===== config.mk =====
export PLATFORM = sky130hd
export DESIGN_NAME = irq_priority_task_queue
export DESIGN_NICKNAME = d
export VERILOG_FILES = /design/src/design/irqtq_pkg.sv /design/src/design/irq_priority_task_queue.sv /design/src/design/irqtq_mem.sv /design/src/design/irqtq_cfg.sv /design/src/design/irqtq_seq.sv
export SDC_FILE = /design/constraint.sdc
export NUM_CORES = 1
export LEC_CHECK = 0
export BUFFER_PORTS_ARGS = -buffer_cell sky130_fd_sc_hd__clkbuf_2
export CAP_MARGIN = 20
export CORE_MARGIN = 2
export CORE_UTILIZATION = 61
export DETAILED_ROUTE_END_ITERATION = 8
export GPL_TIMING_DRIVEN = 0
export PLACE_DENSITY = 0.85
export SYNTH_ARGS = -nofsm -noshare
export SYNTH_HDL_FRONTEND = slang
export SYNTH_SLANG_ARGS = --single-unit

===== constraint.sdc =====
create_clock -name clk -period 5.2 [get_ports clk]
set_input_delay 1.04 -clock clk [delete_from_list [all_inputs] [get_ports clk]]
set_output_delay 1.04 -clock clk [all_outputs]
set_load 0.01 [all_outputs]

===== src/design/irqtq_pkg.sv =====
// Shared types and constants for the interrupt task queue.
// Holds the entry layout, the classified insert request and the result beat.
// No dependencies.
package irqtq_pkg;

    localparam int QUEUE_DEPTH_DEF = 8;

    localparam int PRIO_W = 4;
    localparam int KIND_W = 2;
    localparam int ACK_W  = 2;
    localparam int CNT_OUT_W = 4;
    localparam int CFG_IDX_W = 2;

    localparam int UART_PENDING_BIT = 29;
    localparam logic [7:0]  UART_RX_IDENT  = 8'h04;
    localparam logic [7:0]  UART_TX_IDENT  = 8'h02;
    localparam logic [11:0] CORE_TIMER_BIT = 12'h002;

    localparam logic [KIND_W-1:0] KIND_RX    = 2'd0;
    localparam logic [KIND_W-1:0] KIND_TX    = 2'd1;
    localparam logic [KIND_W-1:0] KIND_TIMER = 2'd2;

    localparam logic [ACK_W-1:0] ACK_NONE  = 2'd0;
    localparam logic [ACK_W-1:0] ACK_RX    = 2'd1;
    localparam logic [ACK_W-1:0] ACK_TX    = 2'd2;
    localparam logic [ACK_W-1:0] ACK_TIMER = 2'd3;

    localparam logic [CFG_IDX_W-1:0] CFG_RX_PRIO    = 2'd0;
    localparam logic [CFG_IDX_W-1:0] CFG_TX_PRIO    = 2'd1;
    localparam logic [CFG_IDX_W-1:0] CFG_TIMER_PRIO = 2'd2;

    localparam logic [PRIO_W-1:0] RX_PRIO_RST    = 4'd3;
    localparam logic [PRIO_W-1:0] TX_PRIO_RST    = 4'd3;
    localparam logic [PRIO_W-1:0] TIMER_PRIO_RST = 4'd1;

    typedef struct packed {
        logic [KIND_W-1:0] kind;
        logic [PRIO_W-1:0] prio;
        logic              running;
    } entry_t;

    typedef struct packed {
        logic              have;
        logic [KIND_W-1:0] kind;
        logic [PRIO_W-1:0] prio;
        logic [ACK_W-1:0]  ack;
    } ins_req_t;

    typedef struct packed {
        logic [ACK_W-1:0]     ack_kind;
        logic                 dispatch_valid;
        logic [KIND_W-1:0]    dispatch_task;
        logic [CNT_OUT_W-1:0] queue_count;
        logic                 error_flag;
    } result_t;

endpackage


===== src/design/irq_priority_task_queue.sv =====
// Interrupt task queue: classifies an interrupt event (UART receive, UART
// transmit, core timer), reports the acknowledge, keeps tasks sorted by priority
// (smaller first, FIFO among equals) and dispatches the head when it is not yet
// running; a done beat removes the head. One beat is in work at a time. An event
// that inserts walks from the tail over the entries that sit behind the new task,
// and a done beat on two or more entries shifts the rest down, one entry per
// cycle through the single read and single write port of the entry memory. A
// result that is not taken stalls the block only when the next result is ready.
// No clearing pass after reset: only entries below the fill count are read.
// Depends on irqtq_pkg, irqtq_cfg, irqtq_mem and irqtq_seq.
module irq_priority_task_queue
    import irqtq_pkg::*;
#(
    parameter int QUEUE_DEPTH = QUEUE_DEPTH_DEF
)
(
    input  logic                 clk,
    input  logic                 rst_n,
    input  logic                 cfg_write,
    input  logic [CFG_IDX_W-1:0] cfg_index,
    input  logic [PRIO_W-1:0]    cfg_data,
    input  logic                 in_valid,
    output logic                 in_ready,
    input  logic                 action,
    input  logic [31:0]          pending_word,
    input  logic [7:0]           uart_ident,
    input  logic [11:0]          core_source,
    output logic                 out_valid,
    input  logic                 out_ready,
    output logic [ACK_W-1:0]     ack_kind,
    output logic                 dispatch_valid,
    output logic [KIND_W-1:0]    dispatch_task,
    output logic [CNT_OUT_W-1:0] queue_count,
    output logic                 error_flag
);

    localparam int AW = $clog2(QUEUE_DEPTH);

    ins_req_t      req;
    result_t       result;
    logic          mem_we;
    logic [AW-1:0] mem_waddr;
    logic [AW-1:0] mem_raddr;
    entry_t        mem_wdata;
    entry_t        mem_rdata;

    irqtq_cfg u_cfg (
        .clk          (clk),
        .rst_n        (rst_n),
        .cfg_write    (cfg_write),
        .cfg_index    (cfg_index),
        .cfg_data     (cfg_data),
        .pending_word (pending_word),
        .uart_ident   (uart_ident),
        .core_source  (core_source),
        .req          (req)
    );

    irqtq_mem #(
        .DEPTH (QUEUE_DEPTH),
        .AW    (AW)
    ) u_mem (
        .clk   (clk),
        .we    (mem_we),
        .waddr (mem_waddr),
        .wdata (mem_wdata),
        .raddr (mem_raddr),
        .rdata (mem_rdata)
    );

    irqtq_seq #(
        .DEPTH (QUEUE_DEPTH),
        .AW    (AW)
    ) u_seq (
        .clk       (clk),
        .rst_n     (rst_n),
        .in_valid  (in_valid),
        .in_ready  (in_ready),
        .action    (action),
        .req       (req),
        .out_valid (out_valid),
        .out_ready (out_ready),
        .result    (result),
        .mem_we    (mem_we),
        .mem_waddr (mem_waddr),
        .mem_wdata (mem_wdata),
        .mem_raddr (mem_raddr),
        .mem_rdata (mem_rdata)
    );

    assign ack_kind       = result.ack_kind;
    assign dispatch_valid = result.dispatch_valid;
    assign dispatch_task  = result.dispatch_task;
    assign queue_count    = result.queue_count;
    assign error_flag     = result.error_flag;

endmodule


===== src/design/irqtq_mem.sv =====
// Entry store of the interrupt task queue: one write and one read port,
// read data registered. Depends on irqtq_pkg.
module irqtq_mem
    import irqtq_pkg::*;
#(
    parameter int DEPTH = QUEUE_DEPTH_DEF,
    parameter int AW    = $clog2(DEPTH)
)
(
    input  logic          clk,
    input  logic          we,
    input  logic [AW-1:0] waddr,
    input  entry_t        wdata,
    input  logic [AW-1:0] raddr,
    output entry_t        rdata
);

    entry_t mem [DEPTH];
    entry_t rdata_reg;

    always_ff @(posedge clk)
    begin
        if (we)
        begin
            mem[waddr] <= wdata;
        end
        rdata_reg <= mem[raddr];
    end

    assign rdata = rdata_reg;

endmodule


===== src/design/irqtq_cfg.sv =====
// Priority registers and interrupt source classification.
// Turns an event beat into an insert request. Depends on irqtq_pkg.
module irqtq_cfg
    import irqtq_pkg::*;
(
    input  logic                 clk,
    input  logic                 rst_n,
    input  logic                 cfg_write,
    input  logic [CFG_IDX_W-1:0] cfg_index,
    input  logic [PRIO_W-1:0]    cfg_data,
    input  logic [31:0]          pending_word,
    input  logic [7:0]           uart_ident,
    input  logic [11:0]          core_source,
    output ins_req_t             req
);

    logic [PRIO_W-1:0] rx_prio_reg;
    logic [PRIO_W-1:0] tx_prio_reg;
    logic [PRIO_W-1:0] timer_prio_reg;

    always_ff @(posedge clk or negedge rst_n)
    begin
        if (!rst_n)
        begin
            rx_prio_reg    <= RX_PRIO_RST;
            tx_prio_reg    <= TX_PRIO_RST;
            timer_prio_reg <= TIMER_PRIO_RST;
        end
        else if (cfg_write)
        begin
            case (cfg_index)
                CFG_RX_PRIO:    rx_prio_reg    <= cfg_data;
                CFG_TX_PRIO:    tx_prio_reg    <= cfg_data;
                CFG_TIMER_PRIO: timer_prio_reg <= cfg_data;
                default:        ;
            endcase
        end
    end

    always_comb
    begin
        req = '{have: 1'b0, kind: KIND_RX, prio: '0, ack: ACK_NONE};
        if (pending_word[UART_PENDING_BIT])
        begin
            if ((uart_ident & UART_RX_IDENT) != '0)
            begin
                req = '{have: 1'b1, kind: KIND_RX, prio: rx_prio_reg, ack: ACK_RX};
            end
            else if ((uart_ident & UART_TX_IDENT) != '0)
            begin
                req = '{have: 1'b1, kind: KIND_TX, prio: tx_prio_reg, ack: ACK_TX};
            end
        end
        else if ((core_source & CORE_TIMER_BIT) != '0)
        begin
            req = '{have: 1'b1, kind: KIND_TIMER, prio: timer_prio_reg, ack: ACK_TIMER};
        end
    end

endmodule


===== src/design/irqtq_seq.sv =====
// Sequencer of the interrupt task queue: sorted insert, head removal and
// head dispatch as read-modify-write walks over the entry store.
// Depends on irqtq_pkg.
module irqtq_seq
    import irqtq_pkg::*;
#(
    parameter int DEPTH = QUEUE_DEPTH_DEF,
    parameter int AW    = $clog2(DEPTH),
    parameter int CW    = $clog2(DEPTH + 1)
)
(
    input  logic          clk,
    input  logic          rst_n,
    input  logic          in_valid,
    output logic          in_ready,
    input  logic          action,
    input  ins_req_t      req,
    output logic          out_valid,
    input  logic          out_ready,
    output result_t       result,
    output logic          mem_we,
    output logic [AW-1:0] mem_waddr,
    output entry_t        mem_wdata,
    output logic [AW-1:0] mem_raddr,
    input  entry_t        mem_rdata
);

    typedef enum logic [2:0] {
        S_IDLE,
        S_INS_WALK,
        S_INS_PLACE,
        S_POP_WALK,
        S_HEAD_RD,
        S_HEAD_CHK,
        S_DONE
    } state_t;

    state_t            state_reg, state_next;
    logic [AW-1:0]     idx_reg, idx_next;
    logic [CW-1:0]     count_reg, count_next;
    logic [KIND_W-1:0] kind_reg, kind_next;
    logic [PRIO_W-1:0] prio_reg, prio_next;
    logic [ACK_W-1:0]  ack_reg, ack_next;
    logic              err_reg, err_next;
    logic              disp_reg, disp_next;
    logic [KIND_W-1:0] task_reg, task_next;
    logic              out_valid_reg, out_valid_next;
    result_t           result_reg, result_next;

    logic   accept;
    entry_t new_entry;

    assign accept    = in_valid && in_ready;
    assign in_ready  = (state_reg == S_IDLE);
    assign new_entry = '{kind: kind_reg, prio: prio_reg, running: 1'b0};

    always_comb
    begin
        state_next     = state_reg;
        idx_next       = idx_reg;
        count_next     = count_reg;
        kind_next      = kind_reg;
        prio_next      = prio_reg;
        ack_next       = ack_reg;
        err_next       = err_reg;
        disp_next      = disp_reg;
        task_next      = task_reg;
        out_valid_next = out_valid_reg;
        result_next    = result_reg;
        mem_we         = 1'b0;
        mem_waddr      = idx_reg;
        mem_wdata      = new_entry;
        mem_raddr      = '0;

        if (out_valid_reg && out_ready)
        begin
            out_valid_next = 1'b0;
        end

        case (state_reg)
            S_IDLE:
            begin
                if (accept)
                begin
                    err_next  = 1'b0;
                    disp_next = 1'b0;
                    task_next = KIND_RX;
                    ack_next  = ACK_NONE;
                    kind_next = req.kind;
                    prio_next = req.prio;
                    state_next = S_HEAD_RD;
                    if (!action)
                    begin
                        ack_next = req.ack;
                        if (req.have)
                        begin
                            if (count_reg == CW'(DEPTH))
                            begin
                                err_next = 1'b1;
                            end
                            else if (count_reg == '0)
                            begin
                                idx_next   = '0;
                                state_next = S_INS_PLACE;
                            end
                            else
                            begin
                                mem_raddr  = AW'(count_reg - CW'(1));
                                idx_next   = AW'(count_reg);
                                state_next = S_INS_WALK;
                            end
                        end
                    end
                    else
                    begin
                        if (count_reg == '0)
                        begin
                            err_next = 1'b1;
                        end
                        else if (count_reg == CW'(1))
                        begin
                            count_next = '0;
                        end
                        else
                        begin
                            mem_raddr  = AW'(1);
                            idx_next   = '0;
                            state_next = S_POP_WALK;
                        end
                    end
                end
            end

            S_INS_WALK:
            begin
                mem_we    = 1'b1;
                mem_waddr = idx_reg;
                if (mem_rdata.prio > prio_reg)
                begin
                    mem_wdata = mem_rdata;
                    idx_next  = idx_reg - AW'(1);
                    mem_raddr = idx_reg - AW'(2);
                    if (idx_reg == AW'(1))
                    begin
                        state_next = S_INS_PLACE;
                    end
                end
                else
                begin
                    mem_wdata  = new_entry;
                    count_next = count_reg + CW'(1);
                    state_next = S_HEAD_RD;
                end
            end

            S_INS_PLACE:
            begin
                mem_we     = 1'b1;
                mem_waddr  = idx_reg;
                mem_wdata  = new_entry;
                count_next = count_reg + CW'(1);
                state_next = S_HEAD_RD;
            end

            S_POP_WALK:
            begin
                mem_we    = 1'b1;
                mem_waddr = idx_reg;
                mem_wdata = mem_rdata;
                mem_raddr = idx_reg + AW'(2);
                if (CW'(idx_reg) + CW'(2) == count_reg)
                begin
                    count_next = count_reg - CW'(1);
                    state_next = S_HEAD_RD;
                end
                else
                begin
                    idx_next = idx_reg + AW'(1);
                end
            end

            S_HEAD_RD:
            begin
                mem_raddr  = '0;
                state_next = (count_reg == '0) ? S_DONE : S_HEAD_CHK;
            end

            S_HEAD_CHK:
            begin
                if (!mem_rdata.running)
                begin
                    mem_we    = 1'b1;
                    mem_waddr = '0;
                    mem_wdata = '{kind: mem_rdata.kind, prio: mem_rdata.prio,
                                  running: 1'b1};
                    disp_next = 1'b1;
                    task_next = mem_rdata.kind;
                end
                state_next = S_DONE;
            end

            S_DONE:
            begin
                if (!out_valid_reg || out_ready)
                begin
                    out_valid_next = 1'b1;
                    result_next = '{ack_kind:       ack_reg,
                                    dispatch_valid: disp_reg,
                                    dispatch_task:  task_reg,
                                    queue_count:    CNT_OUT_W'(count_reg),
                                    error_flag:     err_reg};
                    state_next = S_IDLE;
                end
            end

            default:
            begin
                state_next = S_IDLE;
            end
        endcase
    end

    always_ff @(posedge clk or negedge rst_n)
    begin
        if (!rst_n)
        begin
            state_reg     <= S_IDLE;
            idx_reg       <= '0;
            count_reg     <= '0;
            kind_reg      <= KIND_RX;
            prio_reg      <= '0;
            ack_reg       <= ACK_NONE;
            err_reg       <= 1'b0;
            disp_reg      <= 1'b0;
            task_reg      <= KIND_RX;
            out_valid_reg <= 1'b0;
            result_reg    <= '0;
        end
        else
        begin
            state_reg     <= state_next;
            idx_reg       <= idx_next;
            count_reg     <= count_next;
            kind_reg      <= kind_next;
            prio_reg      <= prio_next;
            ack_reg       <= ack_next;
            err_reg       <= err_next;
            disp_reg      <= disp_next;
            task_reg      <= task_next;
            out_valid_reg <= out_valid_next;
            result_reg    <= result_next;
        end
    end

    assign out_valid = out_valid_reg;
    assign result    = result_reg;

endmodule


==> results.cfg <==
[outcome]
outcome = complete, no violations

[timing]
worst_slew_pin_slew_ps = 1008
rsz0062_at_grt = no
report.final.slew_viol_count = 0
setup_viol = 0
fin_tns_setup_ps = 0
finalCritPeriodShare_pct = 67.05
worst_clock_skew_ps = 14.66
hold_violations = 0
max_slew_margin_pct = 32.81
post-route-min-period_ps = 3487
clock.fmax_mhz = 286.8
worst_slack_ps = 1713

[global_routing]
grt.met2_usage_pct = 39.73
top_usage_layer = met2
antenna_found_initial = 0
largest_net_degree_at_the_start_of_global_routing = 46
grt_use_met3_pct = 5.138
overflow = 0
use_met1_pct = 33.15
first_global_vias = 3257
globalRouteTotalUtil_pct = 24.75
grt_first_pass_wirelength_um = 16530

[route]
route.vias.total = 3419
dr.first_iter.drc_count = 302
route.final.wire_length_um = 10570
detail_route.drc_violations = 0
dr.pass1.iters = 6
post_detailed_route_wirelength_per_cell_um = 19.68
ant_nets = 0
vias_per_cell = 6.367

[placed_design]
io_buffers = 26
gp_congestion = 0.9074
placedCellCount = 520
dp_worst_setup_slack_ps = 1631
hpwl_um = 7482

[worst_setup_path]
critPathMaxFanout = 10
critPathCaptureType = register
cp_data_arrival_time_ps = 3730
ff_to_ff_path_depth = 11
r2r-end = u_mem.rdata[5]$_DFF_P_
critPathKind = reg2reg
critical-path-top-delay-family = buffers and inverters
cp.buffers_inverters = 5
cp_peak_stage_delay_ps = 470
regToRegSetupSlack_ps = 1710
timing.critical_path.cells = clkbuf_1, inv_1, ha_1, clkbuf_1, o211a_1, a2111oi_0, o21ba_1, buf_6, buf_6, mux2_1, mux4_2
setup.worst_path.start_class = register
worst_reg2reg_startpoint = u_seq.count_reg[0]$_DFFE_PN0P_
critical_path_required_ps = 5450
worstSetupStartpoint = u_seq.count_reg[0]$_DFFE_PN0P_
critical-path-slowest-cell = mux4_2

[layout]
layout_cells_sized_above_1_pct = 26.85
final_common_cell = edfxtp_1
largest_register_ffs = 56
finalNetCount = 502
layout-area-overhead-vs-synth_pct = 9.808
final_cells = 537
mostFrequentLayoutCells = edfxtp_1 (56), mux2_2 (52), dfrtp_1 (40)
antenna_cells_inserted = 0

[synth]
syn_area_per_cell_um2 = 13.22
synth_enable_flop_cells = 56
postSynthRegisterBits = 108
sequential_to_total_area_share_from_yosys_stat_pct = 58.04
ys_async_sr_fraction_pct = 41.67
synth_nets = 460
ys_types = 59
synthesis.area_um2 = 5090
syn_inst = 385
synthesis.yosys.warnings = 0
synth_ff_type = edfxtp_1

[cts]
cts_tree = yes
clkSinkCount = 108
cts_max_path_buffers = 2
clkSlewWorstSetupHoldPaths_ps = 110
cts.hold.buffers_added = 0
cts.root.buffer_cell = clkbuf_8
insertion_delay_ps = 370
post_cts_resize_count = 0
maximum_level_of_the_cts_h_tree = 3
setup_fix_buffers_added_after_clock_tree_synthesis = 0
numCtsBuffers = 9

[power_and_ir_drop]
p_leak_uw = 0.002208
p_int_uw = 1888
worst_ir_drop_vdd_uv = 308.3
cellPowerDensity_nw_per_um2 = 546.4
power.switching_fraction_pct = 38.16
share_seq_of_total_power_pct = 43.2
p_switching_uw = 1165
clock_power_share_pct = 15.9
combinationalPowerShare_pct = 40.9

[floorplan]
io_pins = 76
floorplan.die_area_um2 = 9091
effective_utilization_at_floorplan_pct = 62.57
die_span_in_y_um = 95.35
placementRows = 33
core_area_um2 = 8134
floorplan.die.width_um = 95.35

[hold_path]
hold_path.startpoint = u_mem.rdata[5]$_DFF_P_
hold-path-endpoint = u_seq.task_reg[0]$_DFFE_PN0P_
worst_hold_path.num_cells = 2
min_path_type = reg2reg

[job]
drv_cap = 0
-- metal layers --
metal	share of wire, %	vias to the layer above
li1	-	1541
met2	49	161
met4	3.1	0
met1	41	1685
met5	0	-
met3	6.1	32
-- synth_stat cells, drive strengths merged, types with 5 or more instances --
library cell | number | area, um^2
mux2 | 59 | 664.4
ha | 11 | 137.6
o21ai | 17 | 85.08
mux4 | 7 | 168.9
o31ai | 7 | 52.55
clkbuf | 14 | 52.55
buf | 6 | 48.80
a21oi | 17 | 85.08
inv | 14 | 52.55
edfxtp | 56 | 1682
dfstp | 5 | 131.4
dfxtp | 7 | 140.1
dfrtp | 40 | 1001
nor3 | 8 | 51.30
nor2 | 22 | 82.58
nand2 | 20 | 75.07
nand3 | 8 | 40.04
-- how the worst max path moves through the flow --
stage	end	slack (ps)	cells after the start
after global routing	u_mem.rdata[6]$_DFF_P_	1490	11
final	u_mem.rdata[5]$_DFF_P_	1710	11
after floorplan	u_mem.rdata[0]$_DFF_P_	2010	8
after global placement	u_mem.rdata[3]$_DFF_P_	1670	9
after detailed placement	u_mem.rdata[3]$_DFF_P_	1630	9
after CTS	u_mem.rdata[5]$_DFF_P_	1730	11
-- worst reg2reg max path: cells and delay by family (launching register included) --
| kind | cells | cell delay [ps] |
|---|---|---|
| compound gates | 3 | 910 |
| fa+ha+maj | 1 | 220 |
| buf+inv | 5 | 1020 |
| flops | 1 | 400 |
| mux | 2 | 800 |
-- power groups by stage --
stage                     clock [uW]  sequential [uW]  combinational, uW
after detailed placement           0             1340               1220
after CTS                        499             1320               1230
final                            486             1320               1250
after global routing             534             1340               1360
after global placement             0             1320               1170
after floorplan                    0             1310                897
-- metrics by stage --
stage | hold WS, ps | power (uW) | util [%] | cell area [um^2]
2_1_floorplan | 421.8 | 2206 | - | 5090
3_3_place_gp | 439.8 | 2491 | 65.79 | 5351
3_5_place_dp | 470.1 | 2562 | 66.13 | 5379
4_1_cts | 481.2 | 3050 | 68.47 | 5569
5_1_grt | 503.5 | 3233 | 68.71 | 5589
6_report | 485.6 | 3054 | 68.71 | 5589
-- cell type report --
type	instances	area, um^2
sequential	108	2954
fill	568	2545
multi-input combinational	243	1982
timing repair buffer	31	177.7
tap	105	131.4
clock buffer	9	123.9
buffer	20	101.3
clock inverter	7	66.31
inverter	14	52.55
-- cell families (layout without fill, tap and decap cells) --
group | Yosys count | in the layout | synth area share (%)
multiplexers | 68 | 68 | 16.77
AND/OR/NAND/NOR | 86 | 86 | 8.751
AO/OA/AOI/OAI | 72 | 72 | 9.686
adder cells (fa/ha/maj) | 11 | 11 | 2.704
XOR/XNOR | 6 | 6 | 1.032
flip-flops | 108 | 108 | 58.04
buffers and inverters | 34 | 81 | 3.024
No activity file was read; power rests on OpenSTA's default activity.
